File: src/hdl/lcr_pkg.sv
// lcr_pkg: shared widths, register indexes, mode codes and the command and
// status structs of the led current regulator.
// No dependencies; used by every module of the block.
package lcr_pkg;

    // field and register widths
    localparam int SAMPLE_W   = 16;
    localparam int CUR_W      = 12;
    localparam int DUTY_W     = 10;
    localparam int MODE_W     = 3;
    localparam int PGAIN_W    = 16;
    localparam int GAIN_W     = 24;
    localparam int SCALE_W    = 12;
    localparam int STEP_W     = 8;
    localparam int CFG_IDX_W  = 3;
    localparam int CFG_DATA_W = 24;

    // datapath widths
    localparam int ERR_W      = CUR_W + 1;
    localparam int FRAC_W     = 16;
    localparam int PROP_SHIFT = 8;
    localparam int PROP_ROUND = (1 << PROP_SHIFT) - 1;
    localparam int MUL_A_W    = GAIN_W;
    localparam int MUL_B_W    = 17;
    localparam int PROD_W     = MUL_A_W + 1 + MUL_B_W;
    localparam int ACC_W      = PROD_W + 1;

    // largest value the current scaling can produce
    localparam int MEAS_MAX   = (((1 << SAMPLE_W) - 1) * ((1 << SCALE_W) - 1)) >> FRAC_W;

    // control modes
    localparam logic [MODE_W-1:0] MODE_OPEN = 3'd0;
    localparam logic [MODE_W-1:0] MODE_BANG = 3'd1;
    localparam logic [MODE_W-1:0] MODE_INC  = 3'd2;
    localparam logic [MODE_W-1:0] MODE_PROP = 3'd3;
    localparam logic [MODE_W-1:0] MODE_PID  = 3'd4;

    // register indexes
    localparam logic [CFG_IDX_W-1:0] REG_CONTROL_MODE  = 3'd0;
    localparam logic [CFG_IDX_W-1:0] REG_PROP_GAIN_Q8  = 3'd1;
    localparam logic [CFG_IDX_W-1:0] REG_PID_P_GAIN    = 3'd2;
    localparam logic [CFG_IDX_W-1:0] REG_PID_I_GAIN    = 3'd3;
    localparam logic [CFG_IDX_W-1:0] REG_PID_D_GAIN    = 3'd4;
    localparam logic [CFG_IDX_W-1:0] REG_CURRENT_SCALE = 3'd5;
    localparam logic [CFG_IDX_W-1:0] REG_INC_STEP      = 3'd6;

    // register reset values
    localparam logic [MODE_W-1:0]  RST_CONTROL_MODE  = MODE_PID;
    localparam logic [PGAIN_W-1:0] RST_PROP_GAIN_Q8  = 16'd256;
    localparam logic [GAIN_W-1:0]  RST_PID_P_GAIN    = 24'd65536;
    localparam logic [GAIN_W-1:0]  RST_PID_I_GAIN    = 24'd0;
    localparam logic [GAIN_W-1:0]  RST_PID_D_GAIN    = 24'd0;
    localparam logic [SCALE_W-1:0] RST_CURRENT_SCALE = 12'd1500;
    localparam logic [STEP_W-1:0]  RST_INC_STEP      = 8'd1;

    // operand pair for the shared multiplier
    typedef enum logic [2:0] {
        SEL_SCALE = 3'd0,
        SEL_PROP  = 3'd1,
        SEL_P     = 3'd2,
        SEL_I     = 3'd3,
        SEL_D     = 3'd4
    } mul_sel_t;

    // accumulator operation
    typedef enum logic [1:0] {
        ACC_HOLD = 2'd0,
        ACC_LOAD = 2'd1,
        ACC_ADD  = 2'd2,
        ACC_SUB  = 2'd3
    } acc_op_t;

    typedef struct packed {
        logic     capture;
        logic     mul_en;
        mul_sel_t mul_sel;
        logic     meas_load;
        logic     int_update;
        acc_op_t  acc_op;
        logic     last_update;
        logic     finish;
    } lcr_cmd_t;

    typedef struct packed {
        logic mode_pid;
        logic mode_prop;
    } lcr_status_t;

endpackage

File: src/hdl/lcr_mul.sv
// lcr_mul: shared registered multiplier, unsigned gain times signed operand.
// Depends on lcr_pkg.
module lcr_mul (
    input  logic                                clk,
    input  logic                                en,
    input  logic [lcr_pkg::MUL_A_W-1:0]         a,
    input  logic signed [lcr_pkg::MUL_B_W-1:0]  b,
    output logic signed [lcr_pkg::PROD_W-1:0]   prod
);
    import lcr_pkg::*;

    logic signed [PROD_W-1:0] prod_reg;
    logic signed [PROD_W-1:0] prod_next;

    // a is zero extended, so the product is signed
    assign prod_next = $signed({1'b0, a}) * b;

    // product register, held when not enabled
    always_ff @(posedge clk)
    begin
        if (en)
        begin
            prod_reg <= prod_next;
        end
    end

    assign prod = prod_reg;

endmodule

File: src/hdl/lcr_datapath.sv
// lcr_datapath: configuration registers, scaling, error, integrator,
// accumulator, duty level update and result registers.
// Depends on lcr_pkg and lcr_mul.
module lcr_datapath #(
    parameter int DUTY_LIMIT = 1023
) (
    input  logic                              clk,
    input  logic                              rst_n,
    input  logic                              cfg_wr_en,
    input  logic [lcr_pkg::CFG_IDX_W-1:0]     cfg_index,
    input  logic [lcr_pkg::CFG_DATA_W-1:0]    cfg_wdata,
    input  logic [lcr_pkg::SAMPLE_W-1:0]      adc_sample,
    input  logic [lcr_pkg::CUR_W-1:0]         target_current,
    input  lcr_pkg::lcr_cmd_t                 cmd,
    output lcr_pkg::lcr_status_t              status,
    output logic [lcr_pkg::DUTY_W-1:0]        duty_cycle,
    output logic [lcr_pkg::CUR_W-1:0]         measured_current_ma
);
    import lcr_pkg::*;

    localparam int LIMIT_W = $clog2(DUTY_LIMIT + 1);
    localparam int INT_W   = LIMIT_W + 1;
    localparam int ISUM_W  = ((INT_W > ERR_W) ? INT_W : ERR_W) + 1;
    localparam int LVL_W   = ACC_W - FRAC_W + 1;

    localparam logic signed [ISUM_W-1:0] ILIM_POS = ISUM_W'(DUTY_LIMIT);
    localparam logic signed [ISUM_W-1:0] ILIM_NEG = ISUM_W'(-DUTY_LIMIT);
    localparam logic signed [LVL_W-1:0]  LVL_LIM  = LVL_W'(DUTY_LIMIT);

    // configuration
    logic [MODE_W-1:0]  mode_reg;
    logic [PGAIN_W-1:0] prop_gain_reg;
    logic [GAIN_W-1:0]  p_gain_reg;
    logic [GAIN_W-1:0]  i_gain_reg;
    logic [GAIN_W-1:0]  d_gain_reg;
    logic [SCALE_W-1:0] scale_reg;
    logic [STEP_W-1:0]  step_reg;

    // item and working registers
    logic [SAMPLE_W-1:0]       sample_reg;
    logic [CUR_W-1:0]          target_reg;
    logic [CUR_W-1:0]          meas_reg;
    logic [CUR_W-1:0]          meas_next;
    logic signed [ERR_W-1:0]   err_reg;
    logic signed [ERR_W-1:0]   err_next;
    logic signed [INT_W-1:0]   int_reg;
    logic signed [INT_W-1:0]   int_next;
    logic [CUR_W-1:0]          last_reg;
    logic signed [ACC_W-1:0]   acc_reg;
    logic signed [ACC_W-1:0]   acc_next;
    logic [LIMIT_W-1:0]        duty_reg;
    logic [LIMIT_W-1:0]        duty_next;
    logic [CUR_W-1:0]          out_meas_reg;

    // multiplier
    logic [MUL_A_W-1:0]        mul_a;
    logic signed [MUL_B_W-1:0] mul_b;
    logic signed [PROD_W-1:0]  prod;

    logic signed [ERR_W-1:0]   meas_diff;
    logic signed [ISUM_W-1:0]  int_sum;
    logic signed [PROD_W-1:0]  prop_adj;
    logic signed [LVL_W-1:0]   prop_change;
    logic signed [LVL_W-1:0]   pid_change;
    logic signed [LVL_W-1:0]   duty_ext;
    logic signed [LVL_W-1:0]   level;
    logic                      err_pos;

    // configuration writes
    always_ff @(posedge clk or negedge rst_n)
    begin
        if (!rst_n)
        begin
            mode_reg      <= RST_CONTROL_MODE;
            prop_gain_reg <= RST_PROP_GAIN_Q8;
            p_gain_reg    <= RST_PID_P_GAIN;
            i_gain_reg    <= RST_PID_I_GAIN;
            d_gain_reg    <= RST_PID_D_GAIN;
            scale_reg     <= RST_CURRENT_SCALE;
            step_reg      <= RST_INC_STEP;
        end
        else if (cfg_wr_en)
        begin
            unique case (cfg_index)
                REG_CONTROL_MODE:  mode_reg      <= cfg_wdata[MODE_W-1:0];
                REG_PROP_GAIN_Q8:  prop_gain_reg <= cfg_wdata[PGAIN_W-1:0];
                REG_PID_P_GAIN:    p_gain_reg    <= cfg_wdata[GAIN_W-1:0];
                REG_PID_I_GAIN:    i_gain_reg    <= cfg_wdata[GAIN_W-1:0];
                REG_PID_D_GAIN:    d_gain_reg    <= cfg_wdata[GAIN_W-1:0];
                REG_CURRENT_SCALE: scale_reg     <= cfg_wdata[SCALE_W-1:0];
                REG_INC_STEP:      step_reg      <= cfg_wdata[STEP_W-1:0];
                default:           ;
            endcase
        end
    end

    assign status.mode_pid  = (mode_reg == MODE_PID);
    assign status.mode_prop = (mode_reg == MODE_PROP);

    // measurement change since the last pid step
    assign meas_diff = $signed({1'b0, meas_reg}) - $signed({1'b0, last_reg});

    // operand select for the shared multiplier
    always_comb
    begin
        mul_a = '0;
        mul_b = '0;
        unique case (cmd.mul_sel)
            SEL_SCALE:
            begin
                mul_a = MUL_A_W'(scale_reg);
                mul_b = $signed(MUL_B_W'(sample_reg));
            end
            SEL_PROP:
            begin
                mul_a = MUL_A_W'(prop_gain_reg);
                mul_b = MUL_B_W'(err_reg);
            end
            SEL_P:
            begin
                mul_a = p_gain_reg;
                mul_b = MUL_B_W'(err_reg);
            end
            SEL_I:
            begin
                mul_a = i_gain_reg;
                mul_b = MUL_B_W'(int_reg);
            end
            SEL_D:
            begin
                mul_a = d_gain_reg;
                mul_b = MUL_B_W'(meas_diff);
            end
            default:
            begin
                mul_a = '0;
                mul_b = '0;
            end
        endcase
    end

    lcr_mul u_mul (
        .clk  (clk),
        .en   (cmd.mul_en),
        .a    (mul_a),
        .b    (mul_b),
        .prod (prod)
    );

    // measured current and error from the scaling product
    assign meas_next = prod[FRAC_W +: CUR_W];
    assign err_next  = $signed({1'b0, target_reg}) - $signed({1'b0, meas_next});

    // integrator in whole milliamps, clamped to the duty limit
    assign int_sum = ISUM_W'(int_reg) + ISUM_W'(err_reg);

    always_comb
    begin
        priority if (int_sum > ILIM_POS)
        begin
            int_next = INT_W'(ILIM_POS);
        end
        else if (int_sum < ILIM_NEG)
        begin
            int_next = INT_W'(ILIM_NEG);
        end
        else
        begin
            int_next = INT_W'(int_sum);
        end
    end

    // p + i - d accumulation
    always_comb
    begin
        unique case (cmd.acc_op)
            ACC_HOLD: acc_next = acc_reg;
            ACC_LOAD: acc_next = ACC_W'(prod);
            ACC_ADD:  acc_next = acc_reg + ACC_W'(prod);
            ACC_SUB:  acc_next = acc_reg - ACC_W'(prod);
            default:  acc_next = acc_reg;
        endcase
    end

    // proportional change truncates toward zero, pid change floors
    assign prop_adj    = prod[PROD_W-1] ? (prod + PROD_W'(PROP_ROUND)) : prod;
    assign prop_change = LVL_W'($signed(prop_adj[PROD_W-1:PROP_SHIFT]));
    assign pid_change  = LVL_W'($signed(acc_reg[ACC_W-1:FRAC_W]));
    assign duty_ext    = $signed(LVL_W'(duty_reg));
    assign err_pos     = !err_reg[ERR_W-1] && (err_reg != '0);

    // new level per mode
    always_comb
    begin
        unique case (mode_reg)
            MODE_BANG: level = err_pos ? LVL_LIM : '0;
            MODE_INC:  level = err_pos ? (duty_ext + $signed(LVL_W'(step_reg)))
                                       : (duty_ext - $signed(LVL_W'(step_reg)));
            MODE_PROP: level = duty_ext + prop_change;
            MODE_PID:  level = duty_ext + pid_change;
            default:   level = duty_ext;
        endcase
    end

    // saturate to 0..limit
    always_comb
    begin
        priority if (level < 0)
        begin
            duty_next = '0;
        end
        else if (level > LVL_LIM)
        begin
            duty_next = LIMIT_W'(DUTY_LIMIT);
        end
        else
        begin
            duty_next = LIMIT_W'(level);
        end
    end

    // item capture and working values
    always_ff @(posedge clk)
    begin
        if (cmd.capture)
        begin
            sample_reg <= adc_sample;
            target_reg <= target_current;
        end
        if (cmd.meas_load)
        begin
            meas_reg <= meas_next;
            err_reg  <= err_next;
        end
        acc_reg <= acc_next;
        if (cmd.finish)
        begin
            out_meas_reg <= meas_reg;
        end
    end

    // kept control state
    always_ff @(posedge clk or negedge rst_n)
    begin
        if (!rst_n)
        begin
            int_reg  <= '0;
            last_reg <= '0;
            duty_reg <= '0;
        end
        else
        begin
            if (cmd.int_update)
            begin
                int_reg <= int_next;
            end
            if (cmd.last_update)
            begin
                last_reg <= meas_reg;
            end
            if (cmd.finish)
            begin
                duty_reg <= duty_next;
            end
        end
    end

    assign duty_cycle          = DUTY_W'(duty_reg);
    assign measured_current_ma = out_meas_reg;

endmodule

File: src/hdl/lcr_ctrl.sv
// lcr_ctrl: sequencer of the led current regulator, steps the datapath
// through scaling and the mode update and owns the handshakes.
// Depends on lcr_pkg.
module lcr_ctrl (
    input  logic                  clk,
    input  logic                  rst_n,
    input  logic                  in_valid,
    output logic                  in_ready,
    output logic                  out_valid,
    input  logic                  out_ready,
    input  lcr_pkg::lcr_status_t  status,
    output lcr_pkg::lcr_cmd_t     cmd
);
    import lcr_pkg::*;

    typedef enum logic [8:0] {
        ST_IDLE = 9'b000000001,
        ST_MEAS = 9'b000000010,
        ST_ERR  = 9'b000000100,
        ST_PROP = 9'b000001000,
        ST_P    = 9'b000010000,
        ST_I    = 9'b000100000,
        ST_D    = 9'b001000000,
        ST_DACC = 9'b010000000,
        ST_FIN  = 9'b100000000
    } state_t;

    state_t state_reg;
    state_t state_next;
    logic   out_valid_reg;
    logic   out_valid_next;

    assign in_ready  = (state_reg == ST_IDLE);
    assign out_valid = out_valid_reg;

    // next state and datapath commands
    always_comb
    begin
        state_next     = state_reg;
        out_valid_next = out_valid_reg && !out_ready;
        cmd            = '0;
        cmd.mul_sel    = SEL_SCALE;
        cmd.acc_op     = ACC_HOLD;
        unique case (state_reg)
            ST_IDLE:
            begin
                if (in_valid)
                begin
                    cmd.capture = 1'b1;
                    state_next  = ST_MEAS;
                end
            end
            ST_MEAS:
            begin
                cmd.mul_en  = 1'b1;
                cmd.mul_sel = SEL_SCALE;
                state_next  = ST_ERR;
            end
            ST_ERR:
            begin
                cmd.meas_load = 1'b1;
                priority if (status.mode_pid)
                begin
                    state_next = ST_P;
                end
                else if (status.mode_prop)
                begin
                    state_next = ST_PROP;
                end
                else
                begin
                    state_next = ST_FIN;
                end
            end
            ST_PROP:
            begin
                cmd.mul_en  = 1'b1;
                cmd.mul_sel = SEL_PROP;
                state_next  = ST_FIN;
            end
            ST_P:
            begin
                cmd.mul_en     = 1'b1;
                cmd.mul_sel    = SEL_P;
                cmd.int_update = 1'b1;
                state_next     = ST_I;
            end
            ST_I:
            begin
                cmd.mul_en  = 1'b1;
                cmd.mul_sel = SEL_I;
                cmd.acc_op  = ACC_LOAD;
                state_next  = ST_D;
            end
            ST_D:
            begin
                cmd.mul_en      = 1'b1;
                cmd.mul_sel     = SEL_D;
                cmd.acc_op      = ACC_ADD;
                cmd.last_update = 1'b1;
                state_next      = ST_DACC;
            end
            ST_DACC:
            begin
                cmd.acc_op = ACC_SUB;
                state_next = ST_FIN;
            end
            ST_FIN:
            begin
                // wait for the result register to be free
                if (!out_valid_reg || out_ready)
                begin
                    cmd.finish     = 1'b1;
                    out_valid_next = 1'b1;
                    state_next     = ST_IDLE;
                end
            end
            default:
            begin
                state_next = ST_IDLE;
            end
        endcase
    end

    // state and result valid
    always_ff @(posedge clk or negedge rst_n)
    begin
        if (!rst_n)
        begin
            state_reg     <= ST_IDLE;
            out_valid_reg <= 1'b0;
        end
        else
        begin
            state_reg     <= state_next;
            out_valid_reg <= out_valid_next;
        end
    end

endmodule

File: src/hdl/led_current_regulator_top.sv
// LED current regulator. Each item is one ADC sample and a target current; the block
// scales the sample to milliamps and updates a kept PWM duty level in the selected
// mode, giving one result item per input item. One multiplier is shared by the scaling
// and every gain product, one product per cycle, so the cost of an item depends on the
// mode, as PID mode steps through more states than proportional mode, and that through
// more than open loop, bang-bang and incremental modes; the next item is taken once
// the current one has finished. A finished result waits in the output register while
// the next item is accepted; an unaccepted result holds the following item in its last
// step. Configuration is written through cfg_wr_en, cfg_index and cfg_wdata; the user
// must write it only while idle, which the block itself does not enforce.
// Depends on lcr_pkg, lcr_ctrl, lcr_datapath and lcr_mul.
module led_current_regulator_top #(
    parameter int DUTY_LIMIT = 1023
) (
    input  logic                              clk,
    input  logic                              rst_n,
    input  logic                              cfg_wr_en,
    input  logic [lcr_pkg::CFG_IDX_W-1:0]     cfg_index,
    input  logic [lcr_pkg::CFG_DATA_W-1:0]    cfg_wdata,
    input  logic                              in_valid,
    output logic                              in_ready,
    input  logic [lcr_pkg::SAMPLE_W-1:0]      adc_sample,
    input  logic [lcr_pkg::CUR_W-1:0]         target_current,
    output logic                              out_valid,
    input  logic                              out_ready,
    output logic [lcr_pkg::DUTY_W-1:0]        duty_cycle,
    output logic [lcr_pkg::CUR_W-1:0]         measured_current_ma
);
    import lcr_pkg::*;

    lcr_cmd_t    cmd;
    lcr_status_t status;

    // sequencer
    lcr_ctrl u_ctrl (
        .clk       (clk),
        .rst_n     (rst_n),
        .in_valid  (in_valid),
        .in_ready  (in_ready),
        .out_valid (out_valid),
        .out_ready (out_ready),
        .status    (status),
        .cmd       (cmd)
    );

    // datapath
    lcr_datapath #(
        .DUTY_LIMIT (DUTY_LIMIT)
    ) u_datapath (
        .clk                 (clk),
        .rst_n               (rst_n),
        .cfg_wr_en           (cfg_wr_en),
        .cfg_index           (cfg_index),
        .cfg_wdata           (cfg_wdata),
        .adc_sample          (adc_sample),
        .target_current      (target_current),
        .cmd                 (cmd),
        .status              (status),
        .duty_cycle          (duty_cycle),
        .measured_current_ma (measured_current_ma)
    );

    // one item at a time: busy right after an accept
    assert property (@(posedge clk) disable iff (!rst_n)
        (in_valid && in_ready) |=> !in_ready)
    else $error("input accepted while an item is in progress");

    // result duty never beyond the limit
    assert property (@(posedge clk) disable iff (!rst_n)
        out_valid |-> (32'(duty_cycle) <= DUTY_LIMIT))
    else $error("duty level beyond limit");

    // scaled current stays within the range of the scaling
    assert property (@(posedge clk) disable iff (!rst_n)
        out_valid |-> (32'(measured_current_ma) <= MEAS_MAX))
    else $error("measured current beyond scaling range");

endmodule

File: config.mk
export PLATFORM = sky130hd
export DESIGN_NAME = led_current_regulator_top
export DESIGN_NICKNAME = d
export VERILOG_FILES = /design/src/hdl/lcr_pkg.sv /design/src/hdl/lcr_mul.sv /design/src/hdl/lcr_datapath.sv /design/src/hdl/lcr_ctrl.sv /design/src/hdl/led_current_regulator_top.sv
export SDC_FILE = /design/constraint.sdc
export NUM_CORES = 2
export LEC_CHECK = 0
export BUFFER_PORTS_ARGS = -buffer_cell sky130_fd_sc_hd__clkbuf_2
export CORE_MARGIN = 1.5
export CORE_UTILIZATION = 45
export CTS_CLUSTER_SIZE = 28
export DETAILED_ROUTE_END_ITERATION = 10
export GPL_ROUTABILITY_DRIVEN = 0
export SLEW_MARGIN = 20
export SYNTH_ARGS = -nofsm -noshare
export SYNTH_HDL_FRONTEND = slang
export SYNTH_HIERARCHICAL = 1
export SYNTH_SLANG_ARGS = --single-unit
File: constraint.sdc
create_clock -name clk -period 10.2 [get_ports clk]
set_input_delay 1.02 -clock clk [delete_from_list [all_inputs] [get_ports clk]]
set_output_delay 1.02 -clock clk [all_outputs]
set_load 0.03 [all_outputs]
==> results by group <==
CTS
  – Clock buffer depth: 3
  – Worst-path clk slew: 60 ps
  – CTS Hold Bufs: 0
  – Clk sinks: 304
  – CTS buffer count: 37
  – Root cell of the clock tree: clkbuf_16
  – Post-CTS resize count: 0
  – H-tree Lvls: 2
  – CTS tree: yes
  – Post-CTS Setup Bufs: 0
  – Clock Latency Late Sink: 590 ps

STA
  – Clock skew: 34.68 ps
  – TNS Setup: 0 ps
  – RSZ-0062 raised after global routing: no
  – Endpoints failing hold: 0
  – Relative slew slack: 29.76%
  – Worst Tran Pin Value: 1053 ps
  – Period utilisation layout: 91.32%
  – Min Clock Period, post-route: 9315 ps
  – Final slew viol count: 0
  – Final Setup Violations: 0
  – Max frequency: 107.4 MHz

Synthesis
  – Cells after Synth: 3546
  – Synth Register Bits: 304
  – Post-synth EDFFs: 150
  – Post-Syn Area: 33570 um2
  – Most area-hungry cell type in the Yosys netlist: fa_1
  – Synth top area share: 20.04%
  – Syn Area/Cell: 9.467 um2
  – Yosys warns: 6
  – Post-synth ARST share: 50.66%
  – Netlist cell types: 97
  – Sequential-to-total area share from yosys stat: 24.94%
  – Top_reg_cell synth: edfxtp_1
  – Synth Net Count: 4191
  – Area contributors post-synth: fa_1 (20%), edfxtp_1 (13%), dfrtp_1 (11%)

Finish
  – Antenna diodes: 0
  – Nets: 4230
  – Layout cell share with drive strength beyond 1: 12.42%
  – Fillers: 6930
  – Multi-input logic area: 22970 um2
  – Flip-flop and latch area: 8373 um2
  – Max FFs per register: 43
  – Area grow syn2layout: 8.987%

Floorplanning
  – Die ar.: 76250 um2
  – Die Height: 276.1 um
  – Starting Density: 45.70%
  – Core Area: 73450 um2
  – I/O Pins: 84
  – Chip width: 276.1 um
  – # rows: 99

Placed design
  – DP Wirelength: 71160 um
  – Port bufs: 83

Global route
  – Tot GR Track Use: 24.36%
  – GR Overflow Total: 0
  – Initial antenna violation count: 0
  – First-pass GRT wire length: 146200 um
  – Largest net degree at the start of global routing: 83
  – Number of global-route vias before repair: 25430

Drt
  – Post-route ant nets: 0
  – First-pass DRT Iterations: 6
  – Avg WL per Cell: 20.32 um
  – DRT Wirelength: 92920 um
  – DR vias: 25860
  – # DRC: 0
  – DR vias/cell: 5.655
  – Number of DRC markers in iteration 0: 2091

Worst setup path
  – R2R setup slack: 890 ps
  – RR Endpoint: u_datapath/u_mul/prod[41]$_DFFE_PP_
  – CP arrival: 9630 ps
  – Reg-to-reg critical path startpoint: u_ctrl/state_reg[2]$_DFFE_PN0P_
  – CP dominant cell by count: fa_1
  – Critical path class: register to register
  – Critical Path Start Type: register
  – Critical Path Slowest Stage Cell: fa_1
  – Crit end category: register
  – Reg2Reg Depth: 31
  – Worst Path Required: 10510 ps
  – Max stage delay on crit path: 560 ps
  – CP Max Fanout: 25

Hold path
  – Hold Path Class: input pin to async pin

Outcome
  – Status: finished, final reports clean

Flow run
  – Total of max-cap violations: 0
worst max-delay path, delay by kind of cell (launching register included):
family / cells / cell delay, ps
compound gates: 12 / 2280
buf+inv: 5 / 1200
simple gates: 6 / 1600
flops: 1 / 450
xor+xnor: 1 / 70
fa+ha+maj: 7 / 3420
synthesized netlist by cell type, types with 9 or more instances:
cell and instances:
or2_2 12, dfrtp_1 142, o21bai_1 10, a31oi_1 26, clkbuf_1 121, a21boi_0 15, a31o_2 9, edfxtp_1 150
ha_1 249, dfstp_2 12, and2_1 219, and3_1 17, nand2_1 345, o21a_1 21, nand4_1 28, nor2_1 192
o22ai_1 33, nand4b_1 9, mux2_2 152, nor3_1 38, o31ai_1 15, fa_1 336, buf_1 17, a211oi_1 20
xor2_1 61, nor2b_1 20, a21o_1 57, inv_1 481, xnor2_1 108, nand2b_1 27, nand3_1 37, buf_2 12
o211ai_1 19, or3_1 18, a21oi_1 156, o21ai_0 128, nor4_1 30, a22oi_1 33, mux2i_1 37
worst max-delay path by stage:
stage	endpoint	from	cells after the start
detailed placement	u_datapath/u_mul/prod[41]$_DFFE_PP_	u_ctrl/state_reg[2]$_DFFE_PN0P_	31
global route	u_datapath/u_mul/prod[41]$_DFFE_PP_	u_ctrl/state_reg[2]$_DFFE_PN0P_	29
CTS	u_datapath/u_mul/prod[41]$_DFFE_PP_	u_ctrl/state_reg[2]$_DFFE_PN0P_	31
floorplan	u_datapath/u_mul/prod[41]$_DFFE_PP_	u_ctrl/state_reg[2]$_DFFE_PN0P_	33
finish	u_datapath/u_mul/prod[41]$_DFFE_PP_	u_ctrl/state_reg[2]$_DFFE_PN0P_	31
global placement	u_datapath/u_mul/prod[41]$_DFFE_PP_	u_ctrl/state_reg[2]$_DFFE_PN0P_	31
routing by layer:
metal	GRT usage [%]	part of all wire [%]	vias to the layer above	wire (um)
met1	34.24	44	12850	41120
met2	39.57	47	863	43340
met3	3.000	6.2	144	5766
met4	6.927	2.9	0	2691
met5	0	0	-	0
li1	-	-	12000	-
stage by stage:
| stage | cell area [um2] | worst slack [ps] | hold WS [ps] | instances | utilization [%] |
|---|---|---|---|---|---|
| 2_1_floorplan | 33570 | 1345 | 424.4 | 3546 | - |
| 3_3_place_gp | 35300 | 1166 | 485.5 | 4505 | 48.06 |
| 3_5_place_dp | 35310 | 1008 | 489.2 | 4505 | 48.06 |
| 4_1_cts | 36570 | 962.9 | 497.1 | 4573 | 49.79 |
| 5_1_grt | 36590 | 390.3 | 497.9 | 4573 | 49.81 |
| 6_report | 36590 | 885.4 | 443.8 | 4573 | 49.81 |
logic make-up (layout without fill, tap and decap cells):
| logic type | count (synthesis) | count (layout) | synth area share [%] |
|---|---|---|---|
| buf+inv | 636 | 704 | 7.175 |
| compound gates | 620 | 620 | 12.20 |
| simple gates | 1043 | 1043 | 15.75 |
| xor+xnor | 169 | 169 | 4.409 |
| mux | 189 | 189 | 6.202 |
| flops | 304 | 304 | 24.94 |
| fa+ha+maj | 585 | 585 | 29.32 |
layout make-up:
cell class	count	area share (%)
Multi-Input combinational cell	2606	62.78
Sequential cell	304	22.89
Inverter	483	4.956
Tap cell	959	3.280
Clock buffer	46	2.678
Timing Repair Buffer	153	2.633
Clock inverter	22	0.7900
layout by cell type, fill, tap and decap left out, types with 26 or more instances in the layout:
cell / instances
a21o_1: 57
nor2_1: 192
buf_4: 68
fa_1: 336
clkbuf_16: 37
nor4_1: 29
xor2_1: 60
o21ai_0: 117
nand3_1: 37
dfrtp_1: 142
nand4_1: 28
mux2_2: 152
ha_1: 249
nand2_1: 345
a21oi_1: 154
xnor2_1: 108
clkbuf_2: 82
inv_1: 481
edfxtp_1: 150
a31oi_1: 26
nand2b_1: 27
a22oi_1: 33
and2_1: 219
nor3_1: 37
mux2i_1: 37
Power is left out: the tool's default activity adds up to more than one toggle a clock period on the data nets, which glitch-free logic cannot reach.
